### src/rtl/hcbd_pkg.sv
// shared types and constants for the chunked body decoder
package hcbd_pkg;

    // parser phase, one-hot
    typedef enum logic [3:0] {
        PH_LINE = 4'b0001,
        PH_TAIL = 4'b0010,
        PH_DATA = 4'b0100,
        PH_DONE = 4'b1000
    } t_phase;

    // result status codes
    typedef enum logic [1:0] {
        ST_PAYLOAD  = 2'd0,
        ST_END      = 2'd1,
        ST_OVERFLOW = 2'd2
    } t_status;

    // one result from the parser
    typedef struct packed {
        logic       valid;
        logic [7:0] data;
        t_status    status;
    } t_result;

    localparam logic [7:0] CH_LF    = 8'h0A;
    localparam logic [7:0] CH_CR    = 8'h0D;
    localparam logic [7:0] CH_SPACE = 8'h20;

    // configuration register map
    localparam int unsigned APB_ADDR_W       = 3;
    localparam int unsigned APB_DATA_W       = 32;
    localparam logic        REG_CHUNKED_MODE = 1'b0;  // register index, from paddr[2]
    localparam logic        CHUNKED_MODE_RST = 1'b1;

endpackage

### src/rtl/hcbd_if.sv
// request channel interfaces for body bytes in and decoded bytes out
interface hcbd_in_if;
    logic       valid;
    logic       ready;
    logic [7:0] in_byte;
    logic       restart;

    modport source (output valid, output in_byte, output restart, input ready);
    modport sink   (input valid, input in_byte, input restart, output ready);
endinterface

interface hcbd_out_if;
    logic              valid;
    logic              ready;
    logic [7:0]        out_byte;
    hcbd_pkg::t_status status;

    modport source (output valid, output out_byte, output status, input ready);
    modport sink   (input valid, input out_byte, input status, output ready);
endinterface

### src/rtl/hcbd_parser.sv
// chunked framing parser: state registers and per-byte next-state logic
module hcbd_parser #(
    parameter int unsigned SIZE_BITS = 32
) (
    input  logic              i_clk,
    input  logic              i_rst_n,
    input  logic              i_step,
    input  logic              i_mode,
    input  logic [7:0]        i_byte,
    input  logic              i_restart,
    output hcbd_pkg::t_result o_result
);
    import hcbd_pkg::*;

    t_phase                r_phase, n_phase;
    logic [SIZE_BITS-1:0]  r_remaining, n_remaining;
    logic [SIZE_BITS-1:0]  r_acc, n_acc;
    logic                  r_saw_digit, n_saw_digit;
    logic                  r_nonblank, n_nonblank;

    logic [SIZE_BITS-1:0]  dec_remaining;
    logic                  is_hex;
    logic [3:0]            hex_digit;

    // hex digit decode
    always_comb begin
        is_hex    = 1'b1;
        hex_digit = 4'd0;
        if (i_byte >= 8'h30 && i_byte <= 8'h39) begin
            hex_digit = 4'(i_byte - 8'h30);
        end else if (i_byte >= 8'h41 && i_byte <= 8'h46) begin
            hex_digit = 4'(i_byte - 8'h37);
        end else if (i_byte >= 8'h61 && i_byte <= 8'h66) begin
            hex_digit = 4'(i_byte - 8'h57);
        end else begin
            is_hex = 1'b0;
        end
    end

    always_comb begin
        n_phase     = r_phase;
        n_remaining = r_remaining;
        n_acc       = r_acc;
        n_saw_digit = r_saw_digit;
        n_nonblank  = r_nonblank;
        o_result    = '{valid: 1'b0, data: 8'd0, status: ST_PAYLOAD};

        if (i_restart) begin
            n_phase     = PH_LINE;
            n_remaining = '0;
            n_acc       = '0;
            n_saw_digit = 1'b0;
            n_nonblank  = 1'b0;
        end

        dec_remaining = n_remaining - {{(SIZE_BITS-1){1'b0}}, 1'b1};

        if (!i_mode) begin
            o_result = '{valid: 1'b1, data: i_byte, status: ST_PAYLOAD};
        end else begin
            case (n_phase)
                PH_DATA: begin
                    n_remaining = dec_remaining;
                    if (dec_remaining == '0) begin
                        n_phase     = PH_LINE;
                        n_acc       = '0;
                        n_saw_digit = 1'b0;
                        n_nonblank  = 1'b0;
                    end
                    o_result = '{valid: 1'b1, data: i_byte, status: ST_PAYLOAD};
                end
                PH_DONE: begin
                end
                PH_LINE, PH_TAIL: begin
                    if (i_byte == CH_LF) begin
                        // end of size line
                        if (!n_nonblank) begin
                            n_phase = PH_LINE;
                        end else if (n_saw_digit && n_acc != '0) begin
                            n_remaining = n_acc;
                            n_phase     = PH_DATA;
                        end else begin
                            n_phase  = PH_DONE;
                            o_result = '{valid: 1'b1, data: 8'd0, status: ST_END};
                        end
                        n_acc       = '0;
                        n_saw_digit = 1'b0;
                        n_nonblank  = 1'b0;
                    end else if (n_phase == PH_TAIL) begin
                        // rest of line ignored
                    end else if (i_byte == CH_CR) begin
                        if (n_saw_digit) begin
                            n_phase = PH_TAIL;
                        end
                    end else begin
                        n_nonblank = 1'b1;
                        if (i_byte == CH_SPACE && !n_saw_digit) begin
                            // leading space skipped
                        end else if (!is_hex) begin
                            n_phase = PH_TAIL;
                        end else begin
                            n_saw_digit = 1'b1;
                            if (n_acc[SIZE_BITS-1 -: 4] != 4'd0) begin
                                n_acc       = '0;
                                n_saw_digit = 1'b0;
                                n_nonblank  = 1'b0;
                                n_phase     = PH_DONE;
                                o_result    = '{valid: 1'b1, data: 8'd0,
                                                status: ST_OVERFLOW};
                            end else begin
                                n_acc = {n_acc[SIZE_BITS-5:0], hex_digit};
                            end
                        end
                    end
                end
                default: begin
                    n_phase = PH_LINE;
                end
            endcase
        end
    end

    always_ff @(posedge i_clk) begin
        if (!i_rst_n) begin
            r_phase     <= PH_LINE;
            r_remaining <= '0;
            r_acc       <= '0;
            r_saw_digit <= 1'b0;
            r_nonblank  <= 1'b0;
        end else if (i_step) begin
            r_phase     <= n_phase;
            r_remaining <= n_remaining;
            r_acc       <= n_acc;
            r_saw_digit <= n_saw_digit;
            r_nonblank  <= n_nonblank;
        end
    end

endmodule

### src/rtl/http_chunked_body_decoder.sv
// top level of the http chunked transfer body decoder
//
// i_in carries one body byte per request, with a restart flag that clears the
// parser before that byte. o_out carries one decoded byte per request, or a
// single end-of-body marker: status 1 for a zero or empty size line, status 2
// when a chunk size does not fit in SIZE_BITS bits. Framing bytes give no
// request on o_out.
// the apb port holds one register, chunked_mode at byte address 0; the user must
// make writes only while the block is idle; the block itself does not enforce it.
// a byte accepted at a clock edge is held in the input register, where the parser
// decodes it, and its result is registered in the result register when it moves on.
// throughput: one byte per cycle while o_out is not stalled, set by the update of
// the size accumulator and chunk counter for each byte in the parser.
// a stalled o_out keeps its result; one more byte waits in the input register
// and i_in.ready drops only when both are full and that byte makes a result.
// reset (synchronous, active low) empties both registers, sets chunked_mode
// and puts the parser at the start of a size line.
module http_chunked_body_decoder #(
    parameter int unsigned SIZE_BITS = 32
) (
    input  logic                                i_clk,
    input  logic                                i_rst_n,
    hcbd_in_if.sink                             i_in,
    hcbd_out_if.source                          o_out,
    input  logic                                psel,
    input  logic                                penable,
    input  logic                                pwrite,
    input  logic [hcbd_pkg::APB_ADDR_W-1:0]     paddr,
    input  logic [hcbd_pkg::APB_DATA_W-1:0]     pwdata,
    output logic [hcbd_pkg::APB_DATA_W-1:0]     prdata,
    output logic                                pready
);
    import hcbd_pkg::*;

    // configuration
    logic    r_chunked_mode;
    logic    cfg_write;

    // input register
    logic       r_in_valid;
    logic [7:0] r_in_byte;
    logic       r_in_restart;

    // result register
    logic       r_out_valid;
    logic [7:0] r_out_byte;
    t_status    r_out_status;

    t_result    parse_res;
    logic       advance;
    logic       in_take;

    // apb: zero wait states, one register at index 0
    assign pready    = 1'b1;
    assign cfg_write = psel && penable && pwrite && (paddr[2] == REG_CHUNKED_MODE);
    assign prdata    = (paddr[2] == REG_CHUNKED_MODE)
                     ? {{(APB_DATA_W-1){1'b0}}, r_chunked_mode} : '0;

    always_ff @(posedge i_clk) begin
        if (!i_rst_n) begin
            r_chunked_mode <= CHUNKED_MODE_RST;
        end else if (cfg_write) begin
            r_chunked_mode <= pwdata[0];
        end
    end

    // parser sees the byte held in the input register
    hcbd_parser #(
        .SIZE_BITS (SIZE_BITS)
    ) u_parser (
        .i_clk     (i_clk),
        .i_rst_n   (i_rst_n),
        .i_step    (advance),
        .i_mode    (r_chunked_mode),
        .i_byte    (r_in_byte),
        .i_restart (r_in_restart),
        .o_result  (parse_res)
    );

    // a byte moves on unless it makes a result and the result register is stuck
    assign advance    = r_in_valid && (!parse_res.valid || !r_out_valid || o_out.ready);
    assign i_in.ready = !r_in_valid || advance;
    assign in_take    = i_in.valid && i_in.ready;

    always_ff @(posedge i_clk) begin
        if (!i_rst_n) begin
            r_in_valid <= 1'b0;
        end else if (in_take) begin
            r_in_valid <= 1'b1;
        end else if (advance) begin
            r_in_valid <= 1'b0;
        end
    end

    always_ff @(posedge i_clk) begin
        if (in_take) begin
            r_in_byte    <= i_in.in_byte;
            r_in_restart <= i_in.restart;
        end
    end

    always_ff @(posedge i_clk) begin
        if (!i_rst_n) begin
            r_out_valid <= 1'b0;
        end else if (advance && parse_res.valid) begin
            r_out_valid <= 1'b1;
        end else if (o_out.ready) begin
            r_out_valid <= 1'b0;
        end
    end

    always_ff @(posedge i_clk) begin
        if (advance && parse_res.valid) begin
            r_out_byte   <= parse_res.data;
            r_out_status <= parse_res.status;
        end
    end

    assign o_out.valid    = r_out_valid;
    assign o_out.out_byte = r_out_byte;
    assign o_out.status   = r_out_status;

endmodule

### src/flat_wrapper.sv
// flat-port wrapper written by rule: the top's interface ports become plain ports
module http_chunked_body_decoder_flat import hcbd_pkg::*;
#(
    parameter int unsigned SIZE_BITS = 32
)
  (i_clk, i_rst_n, psel, penable, pwrite, paddr, pwdata, prdata, pready, i_in_valid, i_in_in_byte, i_in_restart, i_in_ready, o_out_valid, o_out_out_byte, o_out_status, o_out_ready);
  hcbd_in_if i_in_i ();
  hcbd_out_if o_out_i ();
  input  logic i_clk;
  input  logic i_rst_n;
  input  logic psel;
  input  logic penable;
  input  logic pwrite;
  input  logic [hcbd_pkg::APB_ADDR_W-1:0] paddr;
  input  logic [hcbd_pkg::APB_DATA_W-1:0] pwdata;
  output logic [hcbd_pkg::APB_DATA_W-1:0] prdata;
  output logic pready;
  input wire logic [$bits(i_in_i.valid)-1:0] i_in_valid;
  input wire logic [$bits(i_in_i.in_byte)-1:0] i_in_in_byte;
  input wire logic [$bits(i_in_i.restart)-1:0] i_in_restart;
  output wire logic [$bits(i_in_i.ready)-1:0] i_in_ready;
  output wire logic [$bits(o_out_i.valid)-1:0] o_out_valid;
  output wire logic [$bits(o_out_i.out_byte)-1:0] o_out_out_byte;
  output wire logic [$bits(o_out_i.status)-1:0] o_out_status;
  input wire logic [$bits(o_out_i.ready)-1:0] o_out_ready;
  assign i_in_i.valid = i_in_valid;
  assign i_in_i.in_byte = i_in_in_byte;
  assign i_in_i.restart = i_in_restart;
  assign i_in_ready = i_in_i.ready;
  assign o_out_valid = o_out_i.valid;
  assign o_out_out_byte = o_out_i.out_byte;
  assign o_out_status = o_out_i.status;
  assign o_out_i.ready = o_out_ready;
  http_chunked_body_decoder #(.SIZE_BITS(SIZE_BITS)) u_core (.i_clk(i_clk), .i_rst_n(i_rst_n), .i_in(i_in_i), .o_out(o_out_i), .psel(psel), .penable(penable), .pwrite(pwrite), .paddr(paddr), .pwdata(pwdata), .prdata(prdata), .pready(pready));
endmodule
### config.mk
export PLATFORM = sky130hd
export DESIGN_NAME = http_chunked_body_decoder_flat
export DESIGN_NICKNAME = d
export VERILOG_FILES = /design/src/rtl/hcbd_pkg.sv /design/src/rtl/hcbd_if.sv /design/src/rtl/hcbd_parser.sv /design/src/rtl/http_chunked_body_decoder.sv /design/src/flat_wrapper.sv
export SDC_FILE = /design/constraint.sdc
export NUM_CORES = 1
export LEC_CHECK = 0
export BUFFER_PORTS_ARGS = -buffer_cell sky130_fd_sc_hd__buf_2
export CELL_PAD_IN_SITES_DETAIL_PLACEMENT = 0
export CELL_PAD_IN_SITES_GLOBAL_PLACEMENT = 1
export CORE_AREA = 2 2 156 120
export CTS_CLUSTER_DIAMETER = 40
export DETAILED_ROUTE_END_ITERATION = 12
export DIE_AREA = 0 0 158 122
export GPL_ROUTABILITY_DRIVEN = 0
export GPL_TIMING_DRIVEN = 0
export HOLD_SLACK_MARGIN = 0.1
export PLACE_DENSITY_LB_ADDON = 0.1
export SYNTH_ARGS = -nofsm -noshare
export SYNTH_HDL_FRONTEND = slang
export SYNTH_SLANG_ARGS = --single-unit
### constraint.sdc
create_clock -name i_clk -period 3.9 [get_ports i_clk]
set_clock_uncertainty 0.05 [all_clocks]
set_input_delay 0.39 -clock i_clk [delete_from_list [all_inputs] [get_ports i_clk]]
set_output_delay 0.39 -clock i_clk [all_outputs]
set_load 0.02 [all_outputs]
Yosys cells after proc, flatten, opt, wreduce, memory -nomap -nowiden --
Cells that the tools add are included.
Storage, ports and cells: logic and storage cells 123, bits in registers 92
Cells by class: muxes and demuxes 69, reduce and logical (&&, ||, !) cells 24, bitwise gates (word level) 1, equal/unequal tests 7, $lt $le $gt $ge 6, add/sub/neg operators 4
Operators by type and width (number):
- 32-bit two-way mux | 14
- 32-bit one-hot mux with 2 select lines | 2
- 11-bit two-way mux | 9
- 4-bit two-way mux | 15
- 32-bit logical NOT | 1
- 32-bit nonzero test | 1
- 32-bit by 1-bit subtractor with 32-bit output, second input constant | 1
- 1-bit two-way mux | 25
- 11-bit one-hot mux with 2 select lines | 1
- 8-bit by 4-bit equality test with 1-bit output, second input constant | 2
- 8-bit by 7-bit greater-or-equal comparator with 1-bit output, second input constant | 2
- 8-bit by 7-bit less-or-equal comparator with 1-bit output, second input constant | 2
- 4-bit one-hot mux with 3 select lines | 1
- 1-bit logical AND | 11
- 8-bit by 6-bit equality test with 1-bit output, second input constant | 1
- 8-bit by 6-bit greater-or-equal comparator with 1-bit output, second input constant | 1
- 8-bit by 6-bit less-or-equal comparator with 1-bit output, second input constant | 1
- 4-bit by 3-bit subtractor with 4-bit output, second input constant | 2
- 4-bit by 1-bit equality test with 1-bit output, second input constant | 1
- 4-bit by 2-bit equality test with 1-bit output, second input constant | 1
- 4-bit by 3-bit equality test with 1-bit output, second input constant | 1
- 4-bit equality test, second input constant | 1
- 1-bit logical NOT | 4
- 1-bit one-hot mux with 2 select lines | 2
- 6 further kinds | 9

Depth between registers and ports, before layout --
Gate-level depths: netlist of the first run.
depth after elaboration 19, depth in mapped cells 17, depth with buffers taken out 11

Modules after synthesis --
Synthesis of the first run repeated with hierarchy kept, for this count alone.
Second synthesis, totals: cell total of the unflattened synthesis 828, area total of the unflattened synthesis 6433.7 µm²
By module, submodules not included:
- hcbd_parser | cells each 757, times used 1, seq. area each 1401.3 µm², area each 5440.2 µm²
- http_chunked_body_decoder | cells each 71, times used 1, seq. area each 630.6 µm², area each 993.5 µm²

Least setup slack after synthesis of the first run --
OpenSTA, ideal clock, no wires.
kind register to register, start point reg u_core.r_in_restart, end point reg u_core.u_parser.r_acc[16], data arrival time 3375 ps, slack 333 ps, path buffers 5, cell stages (with the launch flop) 17, cells stage by stage edfxtp_1 buf_2 inv_2 clkbuf_1 buf_1 nand2_1 ha_1 buf_2 or2_2 o32a_1 nor4b_1 o2111ai_1 nor4_1 nand4_4 nand2_4 buf_6 a311oi_2
Between the ends: word-level cells in the longest chain between the ends 14, elaborated cells between the ends (all ways) 39, classes of those cells add/sub (1); eq/ne (3); mux (24); reduce/logical (11)
RTL lines:
- start, declared | line http_chunked_body_decoder.sv:42 | logic r_in_restart;
- start signal, assigned | line http_chunked_body_decoder.sv:98 | r_in_restart <= i_in.restart;
- parallel branches: the longest is 14 deep, another holds 32-bit by 1-bit subtractor with 32-bit output
- end signal, assigned | line hcbd_parser.sv:133 | r_acc <= n_acc;
- end, declared | line hcbd_parser.sv:17 | logic [SIZE_BITS-1:0] r_acc, n_acc;
Several ways; the timed one is not identified. A chain may end at the register's enable or synchronous reset.

Final worst setup path of the first run --
start point reg u_core.r_in_byte[1], end point reg u_core.r_out_byte[5] (netlist: u_core.o_out.out_byte[5]) (enable)
Between the ends: word-level cells in the longest chain between the ends 17, elaborated cells between the ends (all ways) 28, classes of those cells order compare (6); eq/ne (3); mux (10); reduce/logical (9)
RTL lines:
- start, declared | line http_chunked_body_decoder.sv:41 | logic [7:0] r_in_byte;
- start signal, assigned | line http_chunked_body_decoder.sv:97 | r_in_byte <= i_in.in_byte;
- 8-bit by 7-bit greater-or-equal comparator with 1-bit output or 8-bit by 7-bit less-or-equal comparator with 1-bit output (tied branches) | line hcbd_parser.sv:33 | end else if (i_byte >= 8'h61 && i_byte <= 8'h66) begin
- 1-bit logical AND | line hcbd_parser.sv:33
- 1-bit two-way mux | line hcbd_parser.sv:33
- 1-bit two-way mux | line hcbd_parser.sv:31 | end else if (i_byte >= 8'h41 && i_byte <= 8'h46) begin
- 1-bit two-way mux | line hcbd_parser.sv:29 | if (i_byte >= 8'h30 && i_byte <= 8'h39) begin
- 11-bit two-way mux | line hcbd_parser.sv:99 | end else if (!is_hex) begin
- 11-bit two-way mux | line hcbd_parser.sv:97 | if (i_byte == CH_SPACE && !n_saw_digit) begin
- 11-bit two-way mux | line hcbd_parser.sv:91 | end else if (i_byte == CH_CR) begin
- 11-bit two-way mux | line hcbd_parser.sv:89 | end else if (n_phase == PH_TAIL) begin
- 11-bit two-way mux * | line hcbd_parser.sv:75 | if (i_byte == CH_LF) begin
- 11-bit one-hot mux with 2 select lines * | line hcbd_parser.sv:61 | case (n_phase)
- 11-bit two-way mux * | line hcbd_parser.sv:58 | if (!i_mode) begin
- 1-bit logical NOT | line http_chunked_body_decoder.sv:81 | assign advance = r_in_valid && (!parse_res.valid || !r_out_valid || o_out.ready);
- 1-bit logical OR (2 in a row) | line http_chunked_body_decoder.sv:81
- 1-bit logical AND | line http_chunked_body_decoder.sv:81
- 1-bit logical AND * | line http_chunked_body_decoder.sv:113 | if (advance && parse_res.valid) begin
- end signal, assigned | line http_chunked_body_decoder.sv:114 | r_out_byte <= parse_res.data;
- end, declared | line http_chunked_body_decoder.sv:46 | logic [7:0] r_out_byte;
Mark *: on every way between the ends. The rest lies on a longest branch, timed or not.

==> results of run 1 <==
-- timing repair --
action	4_1_cts	5_1_grt
buffers inserted	3	1
endpoints found under the setup margin	54	39
gates resized for setup	12	17
pin swaps	2	4
-- synth_stat cells, types with 8 or more instances --
| library cell | count | area share |
|---|---|---|
| buf_4 | 36 | 0.039 |
| clkbuf_1 | 30 | 0.016 |
| edfxtp_1 | 19 | 0.082 |
| nor2b_1 | 14 | 0.013 |
| dfxtp_1 | 73 | 0.21 |
| o31ai_1 | 9 | 0.0097 |
| nand2_1 | 88 | 0.048 |
| nor2_1 | 88 | 0.048 |
| buf_2 | 19 | 0.014 |
| a21oi_1 | 93 | 0.067 |
| nor3_1 | 24 | 0.017 |
| o21ai_1 | 12 | 0.0086 |
| nand4_1 | 13 | 0.012 |
| xor2_1 | 10 | 0.013 |
| nand3_1 | 30 | 0.022 |
| inv_1 | 16 | 0.0086 |
| a22oi_1 | 13 | 0.014 |
| o21ai_0 | 56 | 0.040 |
| or4_1 | 8 | 0.0086 |
| nor4_1 | 19 | 0.017 |
| and2_1 | 15 | 0.014 |
| a31oi_1 | 24 | 0.022 |
-- sequential cells by signal (all words and copies together) (netlist names), 2 cells and up --
signal                       flops
u_core.u_parser.r_acc           32
u_core.o_out.out_byte            8
u_core.u_parser.r_phase          4
u_core.r_in_byte                 8
u_core.o_out.status              2
u_core.u_parser.r_remaining     32
-- worst max-delay path: cells and delay by family, from the launching register on --
| family | cells | cell delay [ns] |
|---|---|---|
| fa+ha+maj | 1 | 0.25 |
| simple gates | 2 | 0.85 |
| compound gates | 4 | 1.29 |
| buf+inv | 2 | 0.56 |
| flops | 1 | 0.46 |
-- cells by family (layout without fill, tap and decap cells) --
group,count (synthesis),in the layout,synth area share
buf+inv,111,160,0.08717
mux,6,6,0.008646
simple gates,359,359,0.2826
flops,92,92,0.2925
other cells,2,32,0.001081
xor+xnor,16,16,0.02017
compound gates,308,308,0.2970
fa+ha+maj,6,6,0.01081
-- layout make-up --
cell class / count / share of cell area
clock buffers: 10 / 0.02869
inverters: 18 / 0.008779
plain buffers: 93 / 0.07133
flip-flops and latches: 92 / 0.2546
multi-input cells: 727 / 0.5651
repair buffers: 33 / 0.02195
clock inverters: 6 / 0.01082
well taps: 247 / 0.03872
-- how the worst max path moves through the flow --
stage | start | end | slack [ns]
3_3_place_gp | u_core.r_in_restart$_DFFE_PP_ | u_core.u_parser.r_acc[16]$_SDFFE_PN0P_ | -1.18
5_1_grt | u_core.r_in_restart$_DFFE_PP_ | u_core.u_parser.r_acc[16]$_SDFFE_PN0P_ | -0.04
6_report | u_core.r_in_byte[1]$_DFFE_PP_ | u_core.o_out.out_byte[5]$_DFFE_PP_ | 0.07
2_1_floorplan | u_core.r_in_restart$_DFFE_PP_ | u_core.u_parser.r_acc[16]$_SDFFE_PN0P_ | 0.33
4_1_cts | u_core.r_in_restart$_DFFE_PP_ | u_core.u_parser.r_acc[9]$_SDFFE_PN0P_ | 0.04
3_5_place_dp | u_core.r_in_restart$_DFFE_PP_ | u_core.u_parser.r_acc[9]$_SDFFE_PN0P_ | -1.09
-- layer usage --
layer / track usage / share of wire / vias up
met2: 0.4052 / 0.38 / 500
met1: 0.4624 / 0.46 / 3703
met3: 0.1149 / 0.14 / 58
li1: - / - / 3466
met5: 0.01587 / 0.0013 / -
met4: 0.08784 / 0.024 / 2
-- placed cells by master, fill, tap and decap left out, types with 14 or more instances in the layout --
master and instances:
nand3_1 30, nand2_1 88, inv_1 16, conb_1 32
nor2b_1 14, and2_1 15, a31oi_1 24, buf_4 41
edfxtp_1 19, dfxtp_1 73, nor3_1 24, buf_2 45
clkbuf_1 29, nor4_1 16, nor2_1 87, o21ai_0 56
a21oi_1 93
-- metrics by stage --
step                TNS, ns  instances
floorplan                 0        930
global placement     -41.10       1206
detailed placement   -36.71       1206
CTS                       0       1225
global route        -0.2577       1226
finish                    0       1226
-- power breakdown --
part	switching, uW	internal (uW)	total [uW]
registers	17.7	984	1000
logic	362	157	519
clock network	436	564	1000
==> qor.yml, run 1 <==
flow_run:
  maxCapViolCount: 0
min_path:
  min_path_cells: 1
  hold_path_class: "input port to flip-flop"
  holdPathEnd: "u_core.r_in_byte[5]$_DFFE_PP_"
  worstHoldStart: "i_in_in_byte[5]"
power_and_ir_drop:
  p_per_area_nw_per_um2: 315.8
  power.leakage_uw: 0.002919
  report.power.total_uw: 2520
  ir_worst_vdd_mv: 0.2158
worst_setup_path:
  cpPeakStageDelay_ns: 0.53
  cp-end-kind: "flip-flop"
  timing.rr.start: "u_core.r_in_byte[1]$_DFFE_PP_"
  reg2reg_to: "u_core.o_out.out_byte[5]$_DFFE_PP_"
  startpoint_type: "flip-flop"
  crit_arrival_ns: 3.78
  critical_path.cell_chain: "inv_1 -> ha_1 -> or3b_1 -> o311a_2 -> o21a_4 -> a311o_1 -> a21oi_2 -> clkbuf_2 -> and2_1"
  required_ns: 3.85
  r2r_slack_ns: 0.07
  reg2reg_depth: 9
  cpMaxStageDelayCell: "a21oi_2"
  cp_max_fo: 10
  path_class: "flip-flop to flip-flop"
clock_tree:
  clock_sinks: 92
  tritoncts: "built"
  ctsHoldBuffers: 0
  clock_latency_ns: 0.37
  clk_path_buf_depth: 2
  root_buffer: "clkbuf_16"
  cts_max_level: 3
  path_clk_slew_ns: 0.07
  cts_inserted_buffers: 9
placement:
  dp_hpwl_um: 21620
  port_buffers: 29
  dpl_worst_slack_ns: -1.086
  place_area_um2: 7513
synthesis:
  synth_edf_count: 19
  synth_cell_types: 97
  async_flop_share: 0
  syn_area_um2: 6947
  yosysWarnings: 0
  ys.flop_type: "dfxtp_1"
  syn-instance-count: 900
  synth_seq_cells: 92
  postSynthAreaPerCell_um2: 7.719
  ys_seq_area_frac: 0.2925
sta:
  setup_slack_ns: 0.07180
  fin_crit_ns: 3.828
  fin_hold_ws_ns: 0.1505
  setup_viol: 0
  worst_pin_slew_ns: 1.143
  hold_viol: 0
  period_share: 0.9816
  timing_max_transition_violations_final: 0
  maxSlewHeadroom: 0.2337
  fmax_ghz: 0.2612
global_routing:
  grt_pass1_vias: 6764
  antenna_found_initial: 0
  grt_pass1_wl_um: 43980
  overflow: 0
  grtUsageTotal: 0.3094
  grt_start_max_net_pins: 16
floorplan:
  num_io_pins: 96
  die_area_um2: 19280
  core_um2: 17970
  die_w_um: 158
  initial_utilization: 0.3866
  die_h_um: 122
  rows: 43
run_status:
  run_status: "finished, final reports clean"
route:
  dr_total_vias: 7729
  drcViolationCount: 0
  postRouteAntennaNets: 0
  drt_iter0_markers: 1102
  wire_per_inst_um: 24.19
  vias_per_cell: 6.304
  drtPass1Iterations: 6
  wirelength_um: 29660
layout:
  areaGrowthSynthToFinish_pct: 14.90
  seq_area_um2: 2032
  stdcell_area_um2: 7981
  multi_input_area_um2: 4511
  layout.nets: 1031
  antenna_cells: 0
  drive_above_1_share: 0.1726
  final_util: 0.4442
  nFillCells: 1909
Power figures use the tool's default switching activity.
==> run 2, diff against run 1 <==
Settings changed: RECOVER_POWER from default to 25.
==> run 2 against run 1 <==
  * Cell count unchanged
  * Routed wire length up 0.22%
  * Via count up 0.39%
  * Global-route usage unchanged
  * Final area down 0.17%
  * Count of clock-buffer cells in the layout unchanged
  * Worst setup slack worse by 0.0048 ns
  * Sequential cell count unchanged
  * Combinational power about the same
  * Sequential share of layout area about the same
  * Maximum frequency down 0.13%
  * Total power up 0.11%
==> qor.yml, run 2 (synthesis gave the netlist of run 1 again) <==
floorplan:
  core_um2: 17970  # unchanged
  num_io_pins: 96  # unchanged
  die_w_um: 158  # unchanged
  rows: 43  # unchanged
  initial_utilization: 0.3866  # unchanged
  die_area_um2: 19280  # unchanged
  die_h_um: 122  # unchanged
worst_setup_path:
  cpPeakStageDelay_ns: 0.53  # about the same
  crit_buf_inv: 2  # unchanged
  cp-end-kind: "flip-flop"
  critical_path.cell_chain: "inv_1 -> ha_1 -> or3b_1 -> o311a_2 -> o21a_4 -> a311o_1 -> a21oi_2 -> clkbuf_2 -> and2_1"
  cpMaxStageDelayCell: "a21oi_2"
  required_ns: 3.86  # about the same
  cp_max_fo: 10  # unchanged
  path_class: "flip-flop to flip-flop"
  startpoint_type: "flip-flop"
  crit_arrival_ns: 3.79  # about the same
  cp_top_family: "compound AO/OA/AOI/OAI gates"
route:
  drtPass1Iterations: 6  # unchanged
  drcViolationCount: 0  # unchanged
  drt_iter0_markers: 1102  # unchanged
  wirelength_um: 29730  # +0.22%
  postRouteAntennaNets: 0  # unchanged
  vias_per_cell: 6.329  # +0.39%
  dr_total_vias: 7759  # +0.39%
  wire_per_inst_um: 24.25  # +0.22%
global_routing:
  grt_pass1_wl_um: 43980  # unchanged
  grt_start_max_net_pins: 16  # unchanged
  overflow: 0  # unchanged
  antenna_found_initial: 0  # unchanged
  grt_pass1_vias: 6764  # unchanged
  grtUsageTotal: 0.3094  # unchanged
sta:
  timing_max_transition_violations_final: 0  # unchanged
  fin_crit_ns: 3.833  # +0.004832 ns
  setup_viol: 0  # unchanged
  fmax_ghz: 0.2609  # -0.13%
  fin_hold_ws_ns: 0.1503  # -0.0002340 ns
  hold_viol: 0  # unchanged
  worst_pin_slew_ns: 1.162  # +0.01965 ns
  maxSlewHeadroom: 0.2205  # -0.01318
  period_share: 0.9828  # +0.001239
placement:
  place_area_um2: 7513  # unchanged
  dp_hpwl_um: 21620  # unchanged
  port_buffers: 29  # unchanged
power_and_ir_drop:
  ir_worst_vdd_mv: 0.2182  # +1.1%
  power.leakage_uw: 0.002890  # -1.0%
  p_per_area_nw_per_um2: 316.7  # +0.28%
clock_tree:
  root_buffer: "clkbuf_16"
  cts_max_level: 3  # unchanged
  clk_path_buf_depth: 2  # unchanged
  tritoncts: "built"
  path_clk_slew_ns: 0.07  # about the same
  cts_inserted_buffers: 9  # unchanged
  clock_sinks: 92  # unchanged
  clock_latency_ns: 0.36  # about the same
run_status:
  run_status: "finished, final reports clean"
layout:
  top_regs: "u_core.u_parser.r_acc: 32 flops, u_core.u_parser.r_remaining: 32 flops"
  final_common_cell: "a21oi_1"
  stdcell_area_um2: 7968  # -0.17%
  layout_common_cells: "a21oi_1, nand2_1, nor2_1"
  layout.nets: 1031  # unchanged
  antenna_cells: 0  # unchanged
  drive_above_1_share: 0.1614  # -0.01124
  areaGrowthSynthToFinish_pct: 14.70
flow_run:
  maxCapViolCount: 0  # unchanged
min_path:
  hold_path_class: "input port to flip-flop"
==> run 2: cell type report <==
type / count / area [um2]
inverters: 18 / 70.07
clock buffers: 10 / 229.0
multi-input cells: 727 / 4511
plain buffers: 93 / 569.3
fillers: 1915 / 10000
well taps: 247 / 309.0
repair buffers: 33 / 161.4
clock inverters: 6 / 86.33
flip-flops and latches: 92 / 2032
==> run 2: per-layer routing <==
| metal | global-route usage | wire length [um] | vias up | part of all wire |
|---|---|---|---|---|
| li1 | - | - | 3465 | - |
| met5 | 0.01587 | 38 | - | 0.0013 |
| met1 | 0.4624 | 13540 | 3713 | 0.46 |
| met2 | 0.4052 | 11400 | 517 | 0.38 |
| met4 | 0.08784 | 680 | 2 | 0.023 |
| met3 | 0.1149 | 4059 | 62 | 0.14 |
==> run 2: final timing paths <==
kind | cells past startpoint | from | end | slack, ns
min reg2reg | 2 | u_core.u_parser.r_remaining[29]$_SDFFE_PN0P_ | u_core.u_parser.r_remaining[29]$_SDFFE_PN0P_ | 0.45
max reg2reg | 9 | u_core.r_in_byte[1]$_DFFE_PP_ | u_core.o_out.out_byte[5]$_DFFE_PP_ | 0.07
max | 9 | u_core.r_in_byte[1]$_DFFE_PP_ | u_core.o_out.out_byte[5]$_DFFE_PP_ | 0.07
min | 1 | i_in_in_byte[5] | u_core.r_in_byte[5]$_DFFE_PP_ | 0.15
==> run 2: metrics by stage <==
step / instances / utilization / setup WS (ns) / power [uW] / TNS (ns)
after CTS: 1225 / 0.4391 / 0.04207 / 2496 / 0
after detailed placement: 1206 / 0.4181 / -1.086 / 1501 / -36.71
after floorplan: 930 / - / 0.3332 / 1355 / 0
after global placement: 1206 / 0.4181 / -1.175 / 1508 / -41.10
final: 1226 / 0.4434 / 0.06697 / 2523 / 0
after global routing: 1226 / 0.4434 / -0.04394 / 2588 / -0.2577
==> run 2: where the power goes <==
group	internal (uW)	total (uW)	switching (uW)
logic	157	520	363
registers	984	1000	17.7
clock network	564	1000	438
==> run 2: what timing repair did <==
| action | 4_1_cts | 5_1_grt |
|---|---|---|
| pin swaps | 2 | 4 |
| setup endpoints to repair | 54 | 39 |
| hold buffers | 0 | 0 |
| cloned | 0 | 0 |
| buffers inserted | 3 | 1 |
| gates resized for setup | 12 | 17 |
==> run 3, diff against run 2 <==
Settings changed: CTS_BUF_LIST from default to sky130_fd_sc_hd__clkbuf_8.
==> run 3 against run 2 <==
  * Cell count up 0.16%
  * Largest cell class unchanged
  * Combinational power about the same
  * Final area down 0.91%
  * Core utilization down 0.40 points
  * Register-to-register slack worse by 0.02 ns
  * Count of clock-buffer cells in the layout down 1
  * First-iteration DRC count down 4.8%
  * Total power down 9.1%
  * Sequential power about the same
  * Maximum frequency down 0.43%
==> qor.yml, run 3 (synthesis gave the netlist of run 1 again) <==
run_status:
  run_status: "finished, final reports clean"
power_and_ir_drop:
  p_int_uw: 1502  # -12%
  power.switching_uw: 791.9  # -3.3%
  pwr-share-seq: 0.437  # +0.040
  power.leakage_uw: 0.002857  # -1.2%
  p_comb_frac: 0.228  # +0.022
  ir_worst_vdd_mv: 0.1428  # -35%
  clockPowerShare: 0.336  # -0.061
  p_per_area_nw_per_um2: 290.5  # -8.3%
  power.share.switching: 0.3452  # +0.02075
sta:
  timing_max_transition_violations_final: 0  # unchanged
  maxSlewHeadroom: 0.2368  # +0.01627
  hold_viol: 0  # unchanged
  tns_ns: 0  # unchanged
  worst_pin_slew_ns: 1.138  # -0.02426 ns
  period_share: 0.9871  # +0.004234
  fin_hold_ws_ns: 0.1049  # -0.04535 ns
  fmax_ghz: 0.2598  # -0.43%
  setup_viol: 0  # unchanged
  fin_crit_ns: 3.850  # +0.01651 ns
route:
  drcViolationCount: 0  # unchanged
  drt_iter0_markers: 1049  # -4.8%
  drtPass1Iterations: 6  # unchanged
  wire_per_inst_um: 24.13  # -0.49%
  postRouteAntennaNets: 0  # unchanged
  dr_total_vias: 7755  # -0.052%
  vias_per_cell: 6.315  # -0.21%
  wirelength_um: 29630  # -0.32%
global_routing:
  grt_pass1_vias: 6725  # -0.58%
  grtUsageTotal: 0.3092  # about the same
  grt_pass1_wl_um: 43970  # about the same
  overflow: 0  # unchanged
  grt_start_max_net_pins: 16  # unchanged
  antenna_found_initial: 0  # unchanged
placement:
  port_buffers: 29  # unchanged
  dp_hpwl_um: 21620  # unchanged
  place_inst: 1206  # unchanged
clock_tree:
  cts_max_level: 3  # unchanged
  clk_path_buf_depth: 2  # unchanged
  root_buffer: "clkbuf_8"
  clock_sinks: 92  # unchanged
  cts_inserted_buffers: 9  # unchanged
  tritoncts: "built"
  clock_latency_ns: 0.41  # +0.05 ns
  path_clk_slew_ns: 0.10  # +0.03 ns
floorplan:
  core_um2: 17970  # unchanged
  rows: 43  # unchanged
  die_w_um: 158  # unchanged
  initial_utilization: 0.3866  # unchanged
  die_h_um: 122  # unchanged
  die_area_um2: 19280  # unchanged
  num_io_pins: 96  # unchanged
worst_setup_path:
  startpoint_type: "flip-flop"
  cp_top_family: "compound AO/OA/AOI/OAI gates"
  startpoint: "u_core.r_in_byte[1]$_DFFE_PP_"
  path_class: "flip-flop to flip-flop"
  required_ns: 3.90  # +0.04 ns
  cp_max_fo: 10  # unchanged
  cp-end-kind: "flip-flop"
  r2r_slack_ns: 0.05  # -0.02 ns
  cpPeakStageDelay_ns: 0.53  # about the same
  crit_arrival_ns: 3.85  # +0.06 ns
  reg2reg_to: "u_core.o_out.out_byte[7]$_DFFE_PP_"
  timing.rr.start: "u_core.r_in_byte[1]$_DFFE_PP_"
  cpMaxStageDelayCell: "a21oi_2"
  crit_buf_inv: 2  # unchanged
  path_depth: 9  # unchanged
  crit_end: "u_core.o_out.out_byte[7]$_DFFE_PP_"
  critical_path.cell_chain: "inv_1 -> ha_1 -> or3b_1 -> o311a_2 -> o21a_4 -> a311o_1 -> a21oi_2 -> clkbuf_2 -> and2_1"
  reg2reg_depth: 9  # unchanged
min_path:
  hold_path_class: "input port to flip-flop"
layout:
  seq_area_um2: 2032  # unchanged
  nFillCells: 1929  # +0.73%
  drive_above_1_share: 0.1611  # -0.0003290
  layout.nets: 1033  # +0.19%
  antenna_cells: 0  # unchanged
  final_util: 0.4394  # -0.004038
  layout_common_cells: "a21oi_1, nand2_1, nor2_1"
  areaGrowthSynthToFinish_pct: 13.65
  multi_input_area_um2: 4519  # +0.19%
  top_regs: "u_core.u_parser.r_acc: 32 flops, u_core.u_parser.r_remaining: 32 flops"
  instances_no_fill: 1228  # +0.16%
  final_common_cell: "a21oi_1"
flow_run:
  maxCapViolCount: 0  # unchanged
==> run 3: changes by cell type in the layout (fill, tap and decap cells not counted) <==
cell	before	now
dlygate4sd3_1	0	2
inv_1	16	17
nor4_2	3	2
clkbuf_16	9	0
nor4_4	6	7
clkbuf_1	41	40
clkbuf_8	1	10
==> run 3: how the worst min path moves through the flow <==
stage                                                 start                                      endpoint  depth (start not counted)
5_1_grt                                     i_in_in_byte[0]                 u_core.r_in_byte[0]$_DFFE_PP_                          1
3_3_place_gp   u_core.u_parser.r_remaining[29]$_SDFFE_PN0P_  u_core.u_parser.r_remaining[29]$_SDFFE_PN0P_                          2
6_report                                    i_in_in_byte[5]                 u_core.r_in_byte[5]$_DFFE_PP_                          1
3_5_place_dp   u_core.u_parser.r_remaining[29]$_SDFFE_PN0P_  u_core.u_parser.r_remaining[29]$_SDFFE_PN0P_                          2
4_1_cts                                     i_in_in_byte[5]                 u_core.r_in_byte[5]$_DFFE_PP_                          1
2_1_floorplan  u_core.u_parser.r_remaining[29]$_SDFFE_PN0P_  u_core.u_parser.r_remaining[29]$_SDFFE_PN0P_                          2
==> run 3: through the flow <==
| stage | power [uW] | setup slack [ns] | cell area, um2 |
|---|---|---|---|
| after global placement | 1508 | -1.175 | 7513 |
| final | 2294 | 0.05046 | 7895 |
| after global routing | 2359 | -0.03124 | 7895 |
| after floorplan | 1355 | 0.3332 | 7059 |
| after CTS | 2263 | 0.03992 | 7789 |
| after detailed placement | 1501 | -1.086 | 7513 |
==> run 3: repair_timing <==
action | 4_1_cts | 5_1_grt
endpoints found under the hold margin | 0 | 2
buffers inserted | 3 | 1
hold buffers | 0 | 2
pin swaps | 2 | 4
resized for setup | 12 | 18
setup endpoints to repair | 54 | 40
==> run 3: final cells by class <==
| type | instances | area share |
|---|---|---|
| multi-input cells | 727 | 0.5724 |
| flip-flops and latches | 92 | 0.2574 |
| plain buffers | 93 | 0.07211 |
| well taps | 247 | 0.03914 |
| repair buffers | 35 | 0.02298 |
| clock buffers | 9 | 0.01569 |
| clock inverters | 7 | 0.01141 |
| inverters | 18 | 0.008875 |
==> run 3: power by group through the flow <==
| stage | clock network [uW] | registers [uW] | logic, uW |
|---|---|---|---|
| after floorplan | 0 | 1020 | 337 |
| after global placement | 0 | 1020 | 486 |
| after detailed placement | 0 | 1020 | 479 |
| after CTS | 775 | 1000 | 487 |
| after global routing | 805 | 1000 | 551 |
| final | 770 | 1000 | 522 |
==> run 3: per-layer routing <==
layer / global-route usage / vias up / part of all wire
met4: 0.08446 / 0 / 0.024
met2: 0.4038 / 532 / 0.38
li1: - / 3473 / -
met3: 0.1156 / 63 / 0.14
met1: 0.4651 / 3687 / 0.46
met5: 0 / - / 0
